File: src/rtl/assert_macros.svh
// Assertion macros shared by the NMEA sentence framer RTL.
// No dependencies; include by bare file name.
`ifndef ASSERT_MACROS_SVH
`define ASSERT_MACROS_SVH

// Check on every clock edge outside reset.
`define NSF_ASSERT_RST(lbl, clk, rst, prop, msg) \
  lbl: assert property (@(posedge clk) disable iff (rst) prop) else $error(msg);

// Check on every clock edge, reset included.
`define NSF_ASSERT_ALWAYS(lbl, clk, prop, msg) \
  lbl: assert property (@(posedge clk) prop) else $error(msg);

`endif

File: src/rtl/nsf_pkg.sv
// Package for the NMEA sentence framer: sizes, characters, state and result types.
// No dependencies.
`default_nettype none

package nsf_pkg;

  localparam int BUFFER_BYTES = 512;
  localparam int CNT_W        = $clog2(BUFFER_BYTES);
  localparam int LEN_W        = 10;

  localparam logic [CNT_W-1:0] COUNT_LIMIT = CNT_W'(BUFFER_BYTES - 5);
  localparam logic [CNT_W-1:0] COUNT_MAX   = CNT_W'(BUFFER_BYTES - 3);

  localparam logic [7:0] CH_DOLLAR = 8'h24;
  localparam logic [7:0] CH_STAR   = 8'h2A;

  typedef enum logic [3:0] {
    ST_IDLE    = 4'b0001,
    ST_COLLECT = 4'b0010,
    ST_STAR    = 4'b0100,
    ST_CS1     = 4'b1000
  } frame_state_t;

  typedef struct packed {
    logic             byte_stored;
    logic             sentence_restart;
    logic             sentence_aborted;
    logic             sentence_done;
    logic             checksum_ok;
    logic [LEN_W-1:0] sentence_length;
  } result_t;

  function automatic logic [7:0] hex_upper(input logic [3:0] nib);
    logic [7:0] wide;
    wide = {4'h0, nib};
    return (nib < 4'hA) ? (8'h30 + wide) : (8'h37 + wide);
  endfunction

endpackage

`default_nettype wire

File: src/rtl/nsf_channels.sv
// Valid/ready channels of the NMEA sentence framer: received bytes in, results out.
// Depends on nsf_pkg for the length width.
`default_nettype none

interface nsf_rx_if;
  logic       valid;
  logic       ready;
  logic [7:0] rx_byte;

  modport source (output valid, output rx_byte, input ready);
  modport sink (input valid, input rx_byte, output ready);
endinterface

interface nsf_res_if;
  logic                     valid;
  logic                     ready;
  logic                     byte_stored;
  logic                     sentence_restart;
  logic                     sentence_aborted;
  logic                     sentence_done;
  logic                     checksum_ok;
  logic [nsf_pkg::LEN_W-1:0] sentence_length;

  modport source (output valid, output byte_stored, output sentence_restart,
                  output sentence_aborted, output sentence_done, output checksum_ok,
                  output sentence_length, input ready);
  modport sink (input valid, input byte_stored, input sentence_restart,
                input sentence_aborted, input sentence_done, input checksum_ok,
                input sentence_length, output ready);
endinterface

`default_nettype wire

File: src/rtl/nsf_framer.sv
// Sentence framing state: running XOR, byte count and checksum compare per byte.
// Depends on nsf_pkg and assert_macros.svh.
`default_nettype none
`include "assert_macros.svh"

module nsf_framer (
  input  wire logic             clk,
  input  wire logic             rst,
  input  wire logic             step,
  input  wire logic [7:0]       rx_byte,
  output nsf_pkg::result_t      res_next
);

  nsf_pkg::frame_state_t          state, state_next;
  logic [nsf_pkg::CNT_W-1:0]      count, count_next;
  logic [7:0]                     run_xor, run_xor_next;
  logic [7:0]                     first_char, first_char_next;
  logic [nsf_pkg::CNT_W-1:0]      count_inc;

  assign count_inc = count + nsf_pkg::CNT_W'(1);

  always_comb begin
    state_next      = state;
    count_next      = count;
    run_xor_next    = run_xor;
    first_char_next = first_char;
    res_next        = '0;
    case (state)
      nsf_pkg::ST_IDLE: begin
        if (rx_byte == nsf_pkg::CH_DOLLAR) begin
          state_next                = nsf_pkg::ST_COLLECT;
          count_next                = nsf_pkg::CNT_W'(1);
          run_xor_next              = 8'h00;
          res_next.byte_stored      = 1'b1;
          res_next.sentence_restart = 1'b1;
        end
      end
      nsf_pkg::ST_COLLECT: begin
        if (rx_byte == nsf_pkg::CH_DOLLAR) begin
          count_next                = nsf_pkg::CNT_W'(1);
          run_xor_next              = 8'h00;
          res_next.byte_stored      = 1'b1;
          res_next.sentence_restart = 1'b1;
        end else if (count >= nsf_pkg::COUNT_LIMIT) begin
          state_next                = nsf_pkg::ST_IDLE;
          count_next                = '0;
          res_next.sentence_aborted = 1'b1;
        end else begin
          count_next           = count_inc;
          res_next.byte_stored = 1'b1;
          if (rx_byte == nsf_pkg::CH_STAR) begin
            state_next = nsf_pkg::ST_STAR;
          end else begin
            run_xor_next = run_xor ^ rx_byte;
          end
        end
      end
      nsf_pkg::ST_STAR: begin
        first_char_next      = rx_byte;
        count_next           = count_inc;
        res_next.byte_stored = 1'b1;
        state_next           = nsf_pkg::ST_CS1;
      end
      nsf_pkg::ST_CS1: begin
        res_next.byte_stored     = 1'b1;
        res_next.sentence_done   = 1'b1;
        res_next.checksum_ok     =
          (nsf_pkg::hex_upper(run_xor[7:4]) == first_char) &&
          (nsf_pkg::hex_upper(run_xor[3:0]) == rx_byte);
        res_next.sentence_length = nsf_pkg::LEN_W'(count_inc);
        state_next               = nsf_pkg::ST_IDLE;
        count_next               = '0;
      end
      default: begin
        state_next = nsf_pkg::ST_IDLE;
        count_next = '0;
      end
    endcase
  end

  always_ff @(posedge clk) begin
    if (rst) begin
      state      <= nsf_pkg::ST_IDLE;
      count      <= '0;
      run_xor    <= 8'h00;
      first_char <= 8'h00;
    end else if (step) begin
      state      <= state_next;
      count      <= count_next;
      run_xor    <= run_xor_next;
      first_char <= first_char_next;
    end
  end

  `NSF_ASSERT_ALWAYS(a_idle_count_zero, clk, rst || (state != nsf_pkg::ST_IDLE) || (count == '0), "idle with nonzero byte count")
  `NSF_ASSERT_RST(a_count_bound, clk, rst, count <= nsf_pkg::COUNT_MAX, "byte count beyond buffer bound")
  `NSF_ASSERT_RST(a_restart_clears, clk, rst, (step && res_next.sentence_restart) |=> (count == nsf_pkg::CNT_W'(1)) && (run_xor == 8'h00), "restart did not reset count and xor")
  `NSF_ASSERT_RST(a_done_to_idle, clk, rst, (step && (res_next.sentence_done || res_next.sentence_aborted)) |=> (state == nsf_pkg::ST_IDLE), "sentence end did not return to idle")

endmodule

`default_nettype wire

File: src/rtl/nmea_sentence_framer_top.sv
// NMEA sentence framer, top level: takes one received byte per transfer and returns
// one result per byte. Accepts a byte every cycle while the result channel is ready; a
// byte's result passes through the input register, then the result register, and its
// transfer is limited only by the result channel's ready.
// Depends on nsf_pkg, nsf_channels, nsf_framer, assert_macros.svh.
`default_nettype none
`include "assert_macros.svh"

module nmea_sentence_framer_top (
  input  wire logic clk,
  input  wire logic rst,
  nsf_rx_if.sink    rx,
  nsf_res_if.source res
);

  logic              in_valid;
  logic [7:0]        in_byte;
  logic              out_valid;
  nsf_pkg::result_t  result;
  nsf_pkg::result_t  res_next;
  logic              out_free;
  logic              step;

  assign out_free = !out_valid || res.ready;
  assign step     = in_valid && out_free;
  assign rx.ready = !in_valid || step;

  always_ff @(posedge clk) begin
    if (rst) begin
      in_valid <= 1'b0;
    end else if (rx.ready) begin
      in_valid <= rx.valid;
    end
  end

  always_ff @(posedge clk) begin
    if (rx.valid && rx.ready) begin
      in_byte <= rx.rx_byte;
    end
  end

  nsf_framer u_framer (
    .clk      (clk),
    .rst      (rst),
    .step     (step),
    .rx_byte  (in_byte),
    .res_next (res_next)
  );

  always_ff @(posedge clk) begin
    if (rst) begin
      out_valid <= 1'b0;
    end else if (out_free) begin
      out_valid <= step;
    end
  end

  always_ff @(posedge clk) begin
    if (step) begin
      result <= res_next;
    end
  end

  assign res.valid            = out_valid;
  assign res.byte_stored      = result.byte_stored;
  assign res.sentence_restart = result.sentence_restart;
  assign res.sentence_aborted = result.sentence_aborted;
  assign res.sentence_done    = result.sentence_done;
  assign res.checksum_ok      = result.checksum_ok;
  assign res.sentence_length  = result.sentence_length;

  `NSF_ASSERT_RST(a_in_hold, clk, rst, (in_valid && !out_free) |=> in_valid && $stable(in_byte), "input register lost a stalled byte")
  `NSF_ASSERT_RST(a_step_fills, clk, rst, step |=> out_valid, "processed byte produced no result")
  `NSF_ASSERT_RST(a_no_step_empty, clk, rst, !in_valid |-> !step, "framer advanced without a byte")

endmodule

`default_nettype wire
File: src/flat_wrapper.sv
// flat-port wrapper written by rule: the top's interface ports become plain ports
module nmea_sentence_framer_top_flat 
  (clk, rst, rx_valid, rx_rx_byte, rx_ready, res_valid, res_byte_stored, res_sentence_restart, res_sentence_aborted, res_sentence_done, res_checksum_ok, res_sentence_length, res_ready);
  nsf_rx_if rx_i ();
  nsf_res_if res_i ();
  input  wire logic clk;
  input  wire logic rst;
  input wire logic [$bits(rx_i.valid)-1:0] rx_valid;
  input wire logic [$bits(rx_i.rx_byte)-1:0] rx_rx_byte;
  output wire logic [$bits(rx_i.ready)-1:0] rx_ready;
  output wire logic [$bits(res_i.valid)-1:0] res_valid;
  output wire logic [$bits(res_i.byte_stored)-1:0] res_byte_stored;
  output wire logic [$bits(res_i.sentence_restart)-1:0] res_sentence_restart;
  output wire logic [$bits(res_i.sentence_aborted)-1:0] res_sentence_aborted;
  output wire logic [$bits(res_i.sentence_done)-1:0] res_sentence_done;
  output wire logic [$bits(res_i.checksum_ok)-1:0] res_checksum_ok;
  output wire logic [$bits(res_i.sentence_length)-1:0] res_sentence_length;
  input wire logic [$bits(res_i.ready)-1:0] res_ready;
  assign rx_i.valid = rx_valid;
  assign rx_i.rx_byte = rx_rx_byte;
  assign rx_ready = rx_i.ready;
  assign res_valid = res_i.valid;
  assign res_byte_stored = res_i.byte_stored;
  assign res_sentence_restart = res_i.sentence_restart;
  assign res_sentence_aborted = res_i.sentence_aborted;
  assign res_sentence_done = res_i.sentence_done;
  assign res_checksum_ok = res_i.checksum_ok;
  assign res_sentence_length = res_i.sentence_length;
  assign res_i.ready = res_ready;
  nmea_sentence_framer_top u_core (.clk(clk), .rst(rst), .rx(rx_i), .res(res_i));
endmodule
File: config.mk
export PLATFORM = sky130hd
export DESIGN_NAME = nmea_sentence_framer_top_flat
export DESIGN_NICKNAME = d
export VERILOG_FILES = /design/src/rtl/nsf_pkg.sv /design/src/rtl/nsf_channels.sv /design/src/rtl/nsf_framer.sv /design/src/rtl/nmea_sentence_framer_top.sv /design/src/flat_wrapper.sv
export VERILOG_INCLUDE_DIRS = /design/src /design/src/rtl
export SDC_FILE = /design/constraint.sdc
export NUM_CORES = 1
export LEC_CHECK = 0
export BUFFER_PORTS_ARGS = -buffer_cell sky130_fd_sc_hd__buf_2
export CAP_MARGIN = 20
export CORE_MARGIN = 2
export CORE_UTILIZATION = 58
export DETAILED_ROUTE_END_ITERATION = 16
export PLACE_DENSITY = 0.79
export SYNTH_ARGS = -nofsm -noshare
export SYNTH_HDL_FRONTEND = slang
export SYNTH_SLANG_ARGS = --single-unit
File: constraint.sdc
create_clock -name clk -period 2.54 [get_ports clk]
set_input_delay 0.127 -clock clk [delete_from_list [all_inputs] [get_ports clk]]
set_output_delay 0.127 -clock clk [all_outputs]
set_load 0.02 [all_outputs]
==> results.ini <==
[cells_and_area]
design_area_um2=3228
layout_commonest_cell=dfxtp_1
multi_input_area_um2=1375
fillers=388
regArea_um2=1281
drive_gt1_share_pct=17.80
nets=351
area_growth_pct=16.64
final_cell_mix=dfxtp_1 (31), nor2_1 (29), buf_2 (27)
n_antenna_cell=0

[yosys]
ys_types=51
synth_area_um2=2768
synthFlopType=dfxtp_1
synthCells=292
synth_edf_count=22
seq_area_frac_synth_pct=46.29
syn_area_per_cell_um2=9.478
ys_seq_elements=53
synth_nets=307
yosys_warnings=0
async_reset_ff_share_pct=0

[min_path]
min_path_type=in2reg
hold_depth=1
hp-start=rx_rx_byte[7]
min_to=u_core.in_byte[7]

[sta]
relSlewSlack_pct=58.20
setup_viol=0
clock.fmax_mhz=414.9
skew_ns=0.01295
fin_tns_setup_ns=0
hold_violations=0
slew_viol_final=0
rsz0062_at_grt=no
worst_pin_slew_ns=0.6222
holdWs_ns=0.01434
fin_crit_ns=2.410
finalCritPeriodShare_pct=94.90

[clock_tree]
cts-htree-levels=2
cts.root.buffer_cell=clkbuf_8
cts.sinks=53
numCtsBuffers=5
cts_tree=done
clk_latency_ns=0.30
cts_hold_buf=7
clk_pin_slew_ns=0.10
cts_setup_buffers=0
cts_resized=0
clockBufferDepth=2

[critical_path]
worstSetupPathType=reg2reg
reg2reg_to=u_core.u_framer.state[2]
cp-start-kind=flop
regToRegSetupSlack_ns=0.13
crit_family=simple AND/OR/NAND/NOR gates
cp_slowest_cell=or4b_4
crit_path_max_fanout=7
cp_num_buf_inv=0
r2r_start=u_core.in_byte[7]
rr_worst_depth=5
setup.worst_path.end_class=flop
crit_chain=or4b_4 -> or3_1 -> a21o_4 -> or4_1 -> a21oi_1
worstPathArrival_ns=2.65
slowest_delay_ns=0.56
worstPathRequired_ns=2.78

[global_routing]
grt_overflow=0
antenna_found_initial=0
grt_max_degree=24
track_usage_pct=25.02
grt_pass1_vias=2281
grt_pass1_wl_mm=10.38

[power_and_ir_drop]
p_per_area_nw_per_um2=500.8
p_int_mw=1.269
finalPower_mw=1.617
p_switching_mw=0.3478
switching_share_pct=21.51
p_comb_share_pct=6.8
power_frac_seq_pct=56.5
p_leak_nw=1.290
p_clk_share_pct=36.7
ir_worst_vdd_v=0.0002900

[floorplanning]
placementRows=25
core_area_um2=4661
start_util_pct=59.38
die_area_um2=5341
die_y_um=73.08
pin_count=29
die_x_um=73.08

[place]
port_buffers=27
post_dp_cell_area_um2=3039
gp_congestion=0.8400
dp_hpwl_mm=4.317

[detailed_routing]
wl_per_cell_um=15.64
vias=2369
first_iter_violations=211
totalWireLength_mm=6.114
viasPerCell=6.059
drtPass1Iterations=4
drc_errors=0
ant_nets=0

[flow_run]
maxCapViolCount=0

[status]
status=completed

-- layer usage --
metal / wire length (µm) / up-vias / share of wire [%] / global-route usage, %
li1: - / 1168 / - / -
met1: 2678 / 1120 / 44 / 29.64
met2: 3065 / 69 / 50 / 44.44
met3: 257 / 12 / 4.2 / 4.282
met4: 112 / 0 / 1.8 / 10.29
met5: 0 / - / 0 / 0
-- metrics by stage --
step / instances / util (%) / setup slack, ns
after floorplan: 292 / - / 0.1964
final: 391 / 69.26 / 0.1295
after detailed placement: 376 / 65.21 / 0.1624
after global placement: 376 / 65.21 / 0.2100
after global routing: 391 / 69.26 / 0.03086
after CTS: 391 / 69.26 / 0.1452
-- cell families after synthesis --
logic type                 share of synthesized area (%)
other                                             0.1355
muxes                                              3.617
adders and majority gates                          1.356
and+or+nand+nor                                    23.10
buffers and inverters                              4.024
DFF                                                46.29
AOI/OAI and AO/OA                                  17.36
xor gates and xnor gates                           4.114
-- power groups by stage --
stage	logic [mW]	registers [mW]	clock network (mW)
floorplan	0.0451	0.947	0
finish	0.110	0.914	0.593
detailed placement	0.0999	0.933	0
global route	0.119	0.916	0.638
global placement	0.0975	0.933	0
CTS	0.109	0.914	0.601
-- registers in the layout, indices dropped and copies added, names as in the netlist, 4 cells and up --
name,cells
u_core.u_framer.first_char,8
u_core.u_framer.run_xor,8
u_core.in_byte,8
u_core.res.sentence_length,9
u_core.u_framer.state,4
u_core.u_framer.count,9
-- cell type report --
type	instances	area share (%)
Sequential cell	53	39.69
Clock buffer	6	2.558
Multi-Input combinational cell	211	42.60
Clock inverter	2	1.124
Tap cell	54	2.093
Timing Repair Buffer	51	10.31
Inverter	14	1.628
-- cells in the mapped netlist, types with 7 or more instances --
library cell  count  area (µm²)
nand2_1          19       71.32
nor3_1            9       45.04
nor2b_1           8       50.05
nor2_1           29       108.9
o32ai_1           7       61.31
mux2i_1          10       100.1
and3_1            7       43.79
o21ai_0          12       60.06
clkbuf_1         10       37.54
edfxtp_1         22       660.6
xnor2_1          10       87.58
nand3_1          11       55.05
a21oi_1          12       60.06
inv_1            14       52.55
dfxtp_1          31       620.6
a22o_1            7       61.31
-- worst register-to-register path: stages, from the launching register on --
cell and delay (ns):
edfxtp_1 0.39, or4b_4 0.56, or3_1 0.47, a21o_4 0.29, or4_1 0.49, a21oi_1 0.16
-- worst max-delay path by stage --
stage / startpoint / to / cells after the start
2_1_floorplan: u_core.in_byte[7] / u_core.u_framer.state[2] / 6
3_3_place_gp: u_core.in_byte[7] / u_core.u_framer.count[4] / 5
3_5_place_dp: u_core.in_byte[7] / u_core.u_framer.state[2] / 5
4_1_cts: u_core.in_byte[7] / u_core.u_framer.state[2] / 5
5_1_grt: u_core.in_byte[7] / u_core.u_framer.count[8] / 5
6_report: u_core.in_byte[7] / u_core.u_framer.state[2] / 5
(Power assumes the default switching activity.)
